==> src/hw/rtl/ale_pkg.sv <==
// shared types and constants of the array list engine
package ale_pkg;

   localparam int CAPACITY = 16;
   localparam int IDX_W    = 4;
   localparam int CNT_W    = $clog2(CAPACITY + 1);
   localparam int VAL_W    = 8;
   localparam int FND_W    = 5;
   localparam int CMD_W    = 3;
   localparam int STAT_W   = 2;
   localparam int REQ_W    = 16;
   localparam int RSP_W    = 24;
   // result fields in use: read value, hit, status, count, full and empty flags
   localparam int RSP_USED = VAL_W + FND_W + STAT_W + CNT_W + 2;

   localparam logic [FND_W-1:0] FOUND_NONE = '1;

   typedef enum logic [CMD_W-1:0] {
      CMD_READ   = 3'd0,
      CMD_SEARCH = 3'd1,
      CMD_APPEND = 3'd2,
      CMD_INSERT = 3'd3,
      CMD_MODIFY = 3'd4,
      CMD_REMOVE = 3'd5
   } cmd_type;

   typedef enum logic [STAT_W-1:0] {
      ST_OK    = 2'd0,
      ST_FULL  = 2'd1,
      ST_RANGE = 2'd2,
      ST_EMPTY = 2'd3
   } stat_type;

   typedef enum logic [2:0] {
      S_IDLE,
      S_CHECK,
      S_RDWAIT,
      S_WALK,
      S_FINISH
   } state_type;

   typedef struct packed {
      logic load;
      logic judge;
      logic begin_walk;
      logic walk;
      logic put;
      logic inc;
      logic dec;
      logic rd_issue;
      logic rd_grab;
      logic post;
   } ctl_type;

   typedef struct packed {
      cmd_type  cmd;
      stat_type chk;
      logic     done;
      logic     out_free;
   } sts_type;

endpackage

==> src/hw/rtl/array_list_engine.sv <==
// Array list engine: an ordered list of up to CAPACITY bytes with an item count.
// The req channel takes one command word (read, search, append, insert, modify,
// remove); every command returns exactly one word on the rsp channel with the
// byte read, the search hit (-1 if none), a status code and the count after it.
// Commands are worked one at a time by a sequencer over a list ram with one
// write and one registered read port.
// Each command is checked first; then a read waits for the ram, a search walks the
// list until a hit or the end, and an insert or remove shifts the entries between
// the index and the end of the list; a finish step then posts the result.
// req_tready rises together with rsp_tvalid, so a new command is taken only after
// the previous one has posted its result.
// The result sits in an output register, so a new command is taken while the
// previous result still waits; a stalled receiver holds the block in its last
// step until the result register frees up.
// Reset empties the list (count zero) and drops any pending result; list
// contents are not cleared, entries are only read after being written.
module array_list_engine (
   input  logic                      clock,
   input  logic                      reset,
   input  logic                      req_tvalid,
   output logic                      req_tready,
   // command[2:0], index[6:3], value[14:7], zero[15]
   input  logic [ale_pkg::REQ_W-1:0] req_tdata,
   output logic                      rsp_tvalid,
   input  logic                      rsp_tready,
   // read_value[7:0], found_index[12:8], status[14:13], count[19:15],
   // is_full[20], is_empty[21], zero[23:22]
   output logic [ale_pkg::RSP_W-1:0] rsp_tdata
);

   ale_pkg::ctl_type                ctl;
   ale_pkg::sts_type                sts;
   logic [ale_pkg::VAL_W-1:0]       read_value;
   logic [ale_pkg::FND_W-1:0]       found_index;
   logic [ale_pkg::STAT_W-1:0]      status;
   logic [ale_pkg::CNT_W-1:0]       count;
   logic                            is_full;
   logic                            is_empty;

   ale_ctrl u_ctrl (
      .clock      (clock),
      .reset      (reset),
      .req_tvalid (req_tvalid),
      .req_tready (req_tready),
      .sts        (sts),
      .ctl        (ctl)
   );

   ale_datapath u_datapath (
      .clock           (clock),
      .reset           (reset),
      .ctl             (ctl),
      .sts             (sts),
      .req_command     (req_tdata[2:0]),
      .req_index       (req_tdata[6:3]),
      .req_value       (req_tdata[14:7]),
      .rsp_tready      (rsp_tready),
      .rsp_valid       (rsp_tvalid),
      .rsp_read_value  (read_value),
      .rsp_found_index (found_index),
      .rsp_status      (status),
      .rsp_count       (count),
      .rsp_is_full     (is_full),
      .rsp_is_empty    (is_empty)
   );

   assign rsp_tdata = {{(ale_pkg::RSP_W - ale_pkg::RSP_USED){1'b0}},
                       is_empty, is_full, count, status, found_index, read_value};

endmodule

==> src/hw/rtl/ale_ram.sv <==
// generic single write port ram with registered read
module ale_ram #(
   parameter int WIDTH = 8,
   parameter int DEPTH = 16
) (
   input  logic                     clock,
   input  logic                     wr_en,
   input  logic [$clog2(DEPTH)-1:0] wr_addr,
   input  logic [WIDTH-1:0]         wr_data,
   input  logic [$clog2(DEPTH)-1:0] rd_addr,
   output logic [WIDTH-1:0]         rd_data
);

   logic [WIDTH-1:0] mem_ff [DEPTH];
   logic [WIDTH-1:0] rd_data_ff;

   always_ff @(posedge clock) begin
      if (wr_en) begin
         mem_ff[wr_addr] <= wr_data;
      end
      rd_data_ff <= mem_ff[rd_addr];
   end

   assign rd_data = rd_data_ff;

endmodule

==> src/hw/rtl/ale_datapath.sv <==
// list storage, item count, walk pointer and result register
module ale_datapath (
   input  logic                          clock,
   input  logic                          reset,
   input  ale_pkg::ctl_type              ctl,
   output ale_pkg::sts_type              sts,
   input  logic [ale_pkg::CMD_W-1:0]     req_command,
   input  logic [ale_pkg::IDX_W-1:0]     req_index,
   input  logic [ale_pkg::VAL_W-1:0]     req_value,
   input  logic                          rsp_tready,
   output logic                          rsp_valid,
   output logic [ale_pkg::VAL_W-1:0]     rsp_read_value,
   output logic [ale_pkg::FND_W-1:0]     rsp_found_index,
   output logic [ale_pkg::STAT_W-1:0]    rsp_status,
   output logic [ale_pkg::CNT_W-1:0]     rsp_count,
   output logic                          rsp_is_full,
   output logic                          rsp_is_empty
);

   ale_pkg::cmd_type                cmd_ff, cmd_in;
   logic [ale_pkg::IDX_W-1:0]       idx_ff, idx_in;
   logic [ale_pkg::VAL_W-1:0]       val_ff, val_in;
   logic [ale_pkg::CNT_W-1:0]       count_ff, count_in;
   logic [ale_pkg::CNT_W-1:0]       ptr_ff, ptr_in;
   logic                            pend_ff, pend_in;
   logic [ale_pkg::IDX_W-1:0]       pend_addr_ff, pend_addr_in;
   logic [ale_pkg::FND_W-1:0]       found_ff, found_in;
   logic [ale_pkg::VAL_W-1:0]       rd_ff, rd_in;
   ale_pkg::stat_type               st_ff, st_in;
   logic                            rsp_valid_ff, rsp_valid_in;
   logic [ale_pkg::VAL_W-1:0]       out_rd_ff, out_rd_in;
   logic [ale_pkg::FND_W-1:0]       out_found_ff, out_found_in;
   logic [ale_pkg::STAT_W-1:0]      out_st_ff, out_st_in;
   logic [ale_pkg::CNT_W-1:0]       out_count_ff, out_count_in;
   logic                            out_full_ff, out_full_in;
   logic                            out_empty_ff, out_empty_in;

   ale_pkg::stat_type               chk;
   logic [ale_pkg::CNT_W-1:0]       idx_ext;
   logic [ale_pkg::CNT_W-1:0]       walk_rd;
   logic                            more;
   logic                            match;
   logic                            ram_we;
   logic [ale_pkg::IDX_W-1:0]       ram_wa;
   logic [ale_pkg::VAL_W-1:0]       ram_wd;
   logic [ale_pkg::IDX_W-1:0]       ram_ra;
   logic [ale_pkg::VAL_W-1:0]       ram_rd;

   ale_ram #(
      .WIDTH (ale_pkg::VAL_W),
      .DEPTH (ale_pkg::CAPACITY)
   ) u_store (
      .clock   (clock),
      .wr_en   (ram_we),
      .wr_addr (ram_wa),
      .wr_data (ram_wd),
      .rd_addr (ram_ra),
      .rd_data (ram_rd)
   );

   assign idx_ext = ale_pkg::CNT_W'(idx_ff);

   // error check against the count before the command
   always_comb begin
      chk = ale_pkg::ST_OK;
      case (cmd_ff)
         ale_pkg::CMD_READ, ale_pkg::CMD_MODIFY, ale_pkg::CMD_REMOVE: begin
            if (count_ff == '0) begin
               chk = ale_pkg::ST_EMPTY;
            end else if (idx_ext >= count_ff) begin
               chk = ale_pkg::ST_RANGE;
            end
         end
         ale_pkg::CMD_APPEND: begin
            if (count_ff >= ale_pkg::CNT_W'(ale_pkg::CAPACITY)) begin
               chk = ale_pkg::ST_FULL;
            end
         end
         ale_pkg::CMD_INSERT: begin
            if (count_ff >= ale_pkg::CNT_W'(ale_pkg::CAPACITY)) begin
               chk = ale_pkg::ST_FULL;
            end else if (idx_ext > count_ff) begin
               chk = ale_pkg::ST_RANGE;
            end
         end
         default: ;
      endcase
   end

   // walk: insert moves down from the end, remove and search move up
   always_comb begin
      case (cmd_ff)
         ale_pkg::CMD_INSERT: begin
            more    = (ptr_ff != idx_ext);
            walk_rd = ptr_ff - ale_pkg::CNT_W'(1);
         end
         ale_pkg::CMD_REMOVE: begin
            more    = ((ptr_ff + ale_pkg::CNT_W'(1)) < count_ff);
            walk_rd = ptr_ff + ale_pkg::CNT_W'(1);
         end
         default: begin
            more    = (ptr_ff < count_ff);
            walk_rd = ptr_ff;
         end
      endcase
   end

   assign match = pend_ff && (cmd_ff == ale_pkg::CMD_SEARCH) && (ram_rd == val_ff);

   always_comb begin
      sts.cmd      = cmd_ff;
      sts.chk      = chk;
      sts.done     = match || (!more && !pend_ff);
      sts.out_free = !rsp_valid_ff || rsp_tready;
   end

   // ram port control
   always_comb begin
      ram_we = 1'b0;
      ram_wa = idx_ff;
      ram_wd = val_ff;
      if (ctl.walk && pend_ff && (cmd_ff != ale_pkg::CMD_SEARCH)) begin
         ram_we = 1'b1;
         ram_wa = pend_addr_ff;
         ram_wd = ram_rd;
      end else if (ctl.put) begin
         ram_we = 1'b1;
         ram_wa = (cmd_ff == ale_pkg::CMD_APPEND) ? count_ff[ale_pkg::IDX_W-1:0] : idx_ff;
      end
      ram_ra = ctl.rd_issue ? idx_ff : walk_rd[ale_pkg::IDX_W-1:0];
   end

   always_comb begin
      cmd_in       = cmd_ff;
      idx_in       = idx_ff;
      val_in       = val_ff;
      count_in     = count_ff;
      ptr_in       = ptr_ff;
      pend_in      = pend_ff;
      pend_addr_in = pend_addr_ff;
      found_in     = found_ff;
      rd_in        = rd_ff;
      st_in        = st_ff;
      rsp_valid_in = rsp_valid_ff;
      out_rd_in    = out_rd_ff;
      out_found_in = out_found_ff;
      out_st_in    = out_st_ff;
      out_count_in = out_count_ff;
      out_full_in  = out_full_ff;
      out_empty_in = out_empty_ff;

      if (ctl.load) begin
         cmd_in   = ale_pkg::cmd_type'(req_command);
         idx_in   = req_index;
         val_in   = req_value;
         rd_in    = '0;
         found_in = ale_pkg::FOUND_NONE;
      end
      if (ctl.judge) begin
         st_in = chk;
      end
      if (ctl.begin_walk) begin
         pend_in = 1'b0;
         case (cmd_ff)
            ale_pkg::CMD_INSERT: ptr_in = count_ff;
            ale_pkg::CMD_REMOVE: ptr_in = idx_ext;
            default:             ptr_in = '0;
         endcase
      end
      if (ctl.walk) begin
         pend_in      = more;
         pend_addr_in = ptr_ff[ale_pkg::IDX_W-1:0];
         if (more) begin
            ptr_in = (cmd_ff == ale_pkg::CMD_INSERT) ? ptr_ff - ale_pkg::CNT_W'(1)
                                                     : ptr_ff + ale_pkg::CNT_W'(1);
         end
         if (match) begin
            found_in = ale_pkg::FND_W'(pend_addr_ff);
         end
      end
      if (ctl.inc) begin
         count_in = count_ff + ale_pkg::CNT_W'(1);
      end
      if (ctl.dec) begin
         count_in = count_ff - ale_pkg::CNT_W'(1);
      end
      if (ctl.rd_grab) begin
         rd_in = ram_rd;
      end

      if (ctl.post) begin
         rsp_valid_in = 1'b1;
         out_rd_in    = rd_ff;
         out_found_in = found_ff;
         out_st_in    = st_ff;
         out_count_in = count_ff;
         out_full_in  = (count_ff == ale_pkg::CNT_W'(ale_pkg::CAPACITY));
         out_empty_in = (count_ff == '0);
      end else if (rsp_tready) begin
         rsp_valid_in = 1'b0;
      end
   end

   always_ff @(posedge clock) begin
      if (reset) begin
         count_ff     <= '0;
         pend_ff      <= 1'b0;
         rsp_valid_ff <= 1'b0;
      end else begin
         count_ff     <= count_in;
         pend_ff      <= pend_in;
         rsp_valid_ff <= rsp_valid_in;
      end
   end

   always_ff @(posedge clock) begin
      cmd_ff       <= cmd_in;
      idx_ff       <= idx_in;
      val_ff       <= val_in;
      ptr_ff       <= ptr_in;
      pend_addr_ff <= pend_addr_in;
      found_ff     <= found_in;
      rd_ff        <= rd_in;
      st_ff        <= st_in;
      out_rd_ff    <= out_rd_in;
      out_found_ff <= out_found_in;
      out_st_ff    <= out_st_in;
      out_count_ff <= out_count_in;
      out_full_ff  <= out_full_in;
      out_empty_ff <= out_empty_in;
   end

   assign rsp_valid       = rsp_valid_ff;
   assign rsp_read_value  = out_rd_ff;
   assign rsp_found_index = out_found_ff;
   assign rsp_status      = out_st_ff;
   assign rsp_count       = out_count_ff;
   assign rsp_is_full     = out_full_ff;
   assign rsp_is_empty    = out_empty_ff;

endmodule

==> src/hw/rtl/ale_ctrl.sv <==
// command sequencer of the array list engine
module ale_ctrl (
   input  logic             clock,
   input  logic             reset,
   input  logic             req_tvalid,
   output logic             req_tready,
   input  ale_pkg::sts_type sts,
   output ale_pkg::ctl_type ctl
);

   ale_pkg::state_type state_ff, state_in;

   always_ff @(posedge clock) begin
      if (reset) begin
         state_ff <= ale_pkg::S_IDLE;
      end else begin
         state_ff <= state_in;
      end
   end

   always_comb begin
      ctl        = '0;
      state_in   = state_ff;
      req_tready = (state_ff == ale_pkg::S_IDLE);
      case (state_ff)
         ale_pkg::S_IDLE: begin
            if (req_tvalid) begin
               ctl.load = 1'b1;
               state_in = ale_pkg::S_CHECK;
            end
         end
         ale_pkg::S_CHECK: begin
            ctl.judge = 1'b1;
            state_in  = ale_pkg::S_FINISH;
            case (sts.cmd)
               ale_pkg::CMD_READ: begin
                  if (sts.chk == ale_pkg::ST_OK) begin
                     ctl.rd_issue = 1'b1;
                     state_in     = ale_pkg::S_RDWAIT;
                  end
               end
               ale_pkg::CMD_SEARCH: begin
                  ctl.begin_walk = 1'b1;
                  state_in       = ale_pkg::S_WALK;
               end
               ale_pkg::CMD_APPEND, ale_pkg::CMD_MODIFY: begin
                  if (sts.chk == ale_pkg::ST_OK) begin
                     ctl.put = 1'b1;
                     ctl.inc = (sts.cmd == ale_pkg::CMD_APPEND);
                  end
               end
               ale_pkg::CMD_INSERT, ale_pkg::CMD_REMOVE: begin
                  if (sts.chk == ale_pkg::ST_OK) begin
                     ctl.begin_walk = 1'b1;
                     state_in       = ale_pkg::S_WALK;
                  end
               end
               default: ;
            endcase
         end
         ale_pkg::S_RDWAIT: begin
            ctl.rd_grab = 1'b1;
            state_in    = ale_pkg::S_FINISH;
         end
         ale_pkg::S_WALK: begin
            ctl.walk = 1'b1;
            if (sts.done) begin
               // walk is over: place the new byte (insert) or drop the last slot (remove)
               ctl.put  = (sts.cmd == ale_pkg::CMD_INSERT);
               ctl.inc  = (sts.cmd == ale_pkg::CMD_INSERT);
               ctl.dec  = (sts.cmd == ale_pkg::CMD_REMOVE);
               state_in = ale_pkg::S_FINISH;
            end
         end
         ale_pkg::S_FINISH: begin
            if (sts.out_free) begin
               ctl.post = 1'b1;
               state_in = ale_pkg::S_IDLE;
            end
         end
         default: state_in = ale_pkg::S_IDLE;
      endcase
   end

endmodule

==> config.mk <==
export PLATFORM = sky130hd
export DESIGN_NAME = array_list_engine
export DESIGN_NICKNAME = d
export VERILOG_FILES = /design/src/hw/rtl/ale_pkg.sv /design/src/hw/rtl/array_list_engine.sv /design/src/hw/rtl/ale_ram.sv /design/src/hw/rtl/ale_datapath.sv /design/src/hw/rtl/ale_ctrl.sv
export SDC_FILE = /design/constraint.sdc
export NUM_CORES = 1
export LEC_CHECK = 0
export BUFFER_PORTS_ARGS = -buffer_cell sky130_fd_sc_hd__buf_2
export CORE_AREA = 2 2 131 133
export CTS_CLUSTER_SIZE = 25
export DETAILED_ROUTE_END_ITERATION = 10
export DIE_AREA = 0 0 133 135
export GPL_TIMING_DRIVEN = 0
export PLACE_DENSITY = 0.8
export SYNTH_ARGS = -nofsm -noshare
export SYNTH_HDL_FRONTEND = slang
export SYNTH_HIERARCHICAL = 1
export SYNTH_SLANG_ARGS = --single-unit
==> constraint.sdc <==
create_clock -name clock -period 4.89 [get_ports clock]
set_input_delay 0.489 -clock clock [delete_from_list [all_inputs] [get_ports clock]]
set_output_delay 0.489 -clock clock [all_outputs]
set_load 0.02 [all_outputs]
==> results.txt <==
TritonCTS built the clock tree. Ranked by total cell area, the synthesized netlist is headed by sky130_fd_sc_hd__edfxtp_1 60%, sky130_fd_sc_hd__dfxtp_1 6.2%, sky130_fd_sc_hd__mux4_2 4.5%. After routing the design area is 10500 sq um. Of the post-synthesis cell area, the dominant cell type holds 59.8%.

The parity-gate share of the synthesized area counting xor and xnor cells was 2.43%. The share of total power in sequential cells was 41.6%; the total number of vias was 5291. For the final database, setup skew stands at 0.0357 ns.

The switching fraction of total power came out at 29.4%. In this run the remaining antenna-violating nets after routing total 0. The total power divided by cell area was 485 nW/um^2. Traced cell by cell, the critical path runs through ha_1, nand3_1, xnor2_1, ha_1, a21oi_1, nor2_1, a21oi_2, a31oi_1, or2_2, nand4_1, a21oi_2, o21bai_1, and3_4, mux2i_1, o21ai_1, or3b_4, nor3_4, buf_12.

By count the netlist is led by 179 x sky130_fd_sc_hd__edfxtp_1, 42 x sky130_fd_sc_hd__nor2_1, 33 x sky130_fd_sc_hd__nand2_1. The synthesized-area fraction occupied by and/or/nand/nor cells was 8.99%; the number of iterations in the first detailed-routing pass was 7. Data arrives at the worst endpoint at 4.86 ns. The required time at the endpoint of the critical path is 5.10 ns. The design draws 5100 uW. Setup TNS: 0 ns. The mapped netlist covers 8990 sq um. The synthesis-stage register bit count is 207, and the combinational fraction of design power is 27.3%. After detailed routing, the total wire length is 19.5 mm. The starting utilization of the core area was 54.8%; the number of global-route vias before repair was 5339.

For this design the static power due to leakage is 0.00360 uW. The instance count along the most critical hold path is 1, and the placement-stage worst setup slack is -0.867 ns. The mux contribution to synthesized area was 10.3%; the max-slew violation total from the final report was 0. Setup violations remaining at the end of the flow were counted as 0. The worst reg2reg path endpoint was u_datapath/u_store/mem_ff[0][2].

Global-route congestion overflow total: 0. By area, the combinational part of the netlist is dominated by multiplexers. The share of layout cells above drive strength 1 is 28.3%, and the per-cell via count in the routed design is 5.93. For this run, the slowest stage of the critical path takes 0.54 ns. The tools report the final worst slack as 0.241 ns. The largest vdd supply drop was 0.255 mV. The run gives 24 as the maximum number of pins on one net before global-route repair. The number of antenna violations at the first check in global routing is 0, and the fraction of the mapped netlist area in compound gates is 6.64%. For the maximum level of the CTS H-tree, the log shows 1. The slew of the pin with the lowest slew margin was 0.986 ns. For the worst flop-to-flop path, the logic depth is 18.

In the global route stage, overall resource usage came out at 22.2%. The netlist uses 64 different library cells. In this run the most used layer during global routing was met2.

Met3 layer usage reported by global route: 3.60%. The area added between synthesis and finish came out at 17.1%. The number of antenna cells inserted came out at 0.

Summing the sequential cell areas from Yosys gives 66.0% of the chip area. The core region is 16400 sq um. The maximum fanout encountered on the critical timing path works out to 9. In this run the power spent charging and discharging nets is 1500 uW. The tree built by TritonCTS fans out to 207 sinks. The area share of fa/ha/maj cells after synthesis came out at 2.81%. sky130_fd_sc_hd__edfxtp_1 is the most common cell in the netlist.

For hold timing, the worst endpoint is u_datapath/val_ff[7]. The cell count after synthesis is 574. Largest area contributor in the netlist: sky130_fd_sc_hd__edfxtp_1.

The latest clock arrival within the worst-skew pair is 0.52 ns. After filler insertion, the fill cell instance count of the layout stands at 1107. In the finished design, the share of the clock period the worst path needs comes to 95.1%. The standard cell with the maximum stage delay on the critical path was sky130_fd_sc_hd__or3b_4.

A synthesized cell averages 15.7 sq um. The met2 track demand over resource in global routing was 38.7%. The tools report the placed wire-length estimate as 12.7 mm. The deepest clock path buffer count was 3; the global routing met1 resource utilization was 28.4%. Measured against its own limit, the worst slew margin works out to 34.2%.

After clock tree synthesis, the clock-pin slew on the worst setup and hold paths is 0.06 ns. The internal power of the cells totals 3600 uW. At the end of routability-driven placement, the weighted congestion stood at 0.901.

The global-route wire length before repair was 30.0 mm. The average wire per cell in the routed design is 21.8 um. The instance area after placement is 9480 sq um. The tools report the number of warnings issued by yosys as 6.

The clock buffer count from CTS is 22. Reg-to-reg critical path startpoint: u_datapath/ptr_ff[1]. In this run, the number of DRC markers left after iteration 0 of detailed routing was 362. Across the run, the number of max-cap violations was 0. The worst path needs 4.65 ns of the cycle, external delays included. The count of buffers inserted at the top-level ports was 42. The tools report the total count of hold-check failures in the final report as 0.

The die covers 18000 sq um. The classification of the worst-slack hold path is in2reg. The run finished with clean final reports.

The run gives 0 as the detailed-route DRC error count. The worst hold path begins at req_tdata[14]. Pin placement for this block handled 46 I/O pins.

In this run the vertical extent of the chip is 135 um. STA classifies the critical path startpoint as a flop. Derived from the worst setup path, the maximum achievable clock frequency is 0.215 GHz. The width of the die came out at 133 um. On the final layout, the worst hold slack is 0.145 ns. The worst setup path is captured at a flop. The net count reported at finish came out at 694.

The number of enable flip-flop cells after synthesis came out at 179. Of the total power, the clock network draws 31.1%. The root cell of the clock tree was sky130_fd_sc_hd__clkbuf_16. For this run, asynchronously set or reset flops after synthesis account for 0%. For the register-to-register setup slack, the log shows 0.24 ns. The primary flip-flop cell chosen by synthesis mapping was sky130_fd_sc_hd__edfxtp_1.

The tools report the floorplan row count as 47. The worst setup path is of the reg2reg kind.
==> worst max-delay path by stage <==
stage	from	endpoint	slack, ns
2_1_floorplan	u_datapath/count_ff[1]	u_datapath/u_store/mem_ff[0][0]	0.24
3_3_place_gp	u_datapath/ptr_ff[1]	u_datapath/u_store/mem_ff[0][0]	-0.71
3_5_place_dp	u_datapath/ptr_ff[1]	u_datapath/u_store/mem_ff[0][0]	-0.87
4_1_cts	u_datapath/ptr_ff[1]	u_datapath/u_store/mem_ff[8][4]	0.02
5_1_grt	u_datapath/count_ff[1]	u_datapath/u_store/mem_ff[0][7]	-0.004
6_report	u_datapath/ptr_ff[1]	u_datapath/u_store/mem_ff[0][2]	0.24
==> stage by stage <==
step,std cells,utilization [%]
2_1_floorplan,575,-
3_3_place_gp,837,57.8
3_5_place_dp,837,57.8
4_1_cts,882,63.6
5_1_grt,892,64.2
6_report,892,64.2
==> cells by family (layout without fill, tap and decap cells) <==
group,after synthesis,in the layout
flip-flops,207,207
AND/OR/NAND/NOR,150,150
AO/OA/AOI/OAI,84,84
multiplexers,46,46
buffers and inverters,41,138
XOR/XNOR,25,25
adder cells (fa/ha/maj),20,20
other,1,2
==> repair_timing <==
action | in CTS | in global routing
setup endpoints to repair | 128 | 128
setup buffers | 6 | 10
hold buffers | 0 | 0
cloned | 0 | 0
pin swaps | 4 | 4
gates resized for setup | 40 | 11
==> final cells by class <==
cell class | count | area (sq um) | area share [%]
buffer | 24 | 189 | 1.79
inverter | 16 | 60.1 | 0.570
sequential | 207 | 5940 | 56.4
clock buffer | 25 | 562 | 5.34
clock inverter | 15 | 131 | 1.25
tap | 220 | 275 | 2.61
timing repair buffer | 58 | 380 | 3.61
multi-input combinational | 327 | 2990 | 28.4
==> power by group through the flow <==
stage,clock network (uW),logic [uW],registers [uW]
floorplan,0,1000,2140
global placement,0,1300,2160
detailed placement,0,1340,2160
CTS,1600,1360,2120
global route,1680,1490,2130
finish,1590,1390,2120
==> per-layer routing <==
metal  wire length (um)  up-vias
met3               1290       43
met5                  0        -
met1               7700     2610
li1                   -     2394
met2               9860      244
met4                603        0
==> placed cells by master (no fill, tap or decap), drive strengths merged, types with 5 or more instances in the layout <==
master / n
xor2: 6
nor2: 42
nor3: 10
mux4: 32
and2: 12
nand2b: 7
o21a: 6
dfxtp: 28
o211ai: 9
mux2i: 6
a21oi: 18
o21ai: 20
or2: 5
and2b: 5
nand2: 33
clkinv: 12
nor2b: 6
nand3: 5
xnor2: 19
ha: 17
clkbuf: 28
edfxtp: 179
nand4: 6
buf: 76
mux2: 8
a22oi: 17
inv: 15
==> worst max-delay path: cells and delay by family (launching register included) <==
family	cells	cell delay, ns
flip-flops	1	0.46
multiplexers	1	0.23
XOR/XNOR	1	0.26
buffers and inverters	1	0.16
AND/OR/NAND/NOR	7	1.70
adder cells (fa/ha/maj)	2	0.59
AO/OA/AOI/OAI	6	0.95
==> flip-flops by register name, indices dropped and copies added, names as in the netlist, 8 cells and up <==
signal and count:
u_datapath/rd_ff 8, u_datapath/rsp_read_value 8, u_datapath/u_store/mem_ff 128, u_datapath/u_store/rd_data 8
u_datapath/val_ff 8
Note: power is estimated with default switching activity, not from simulation.
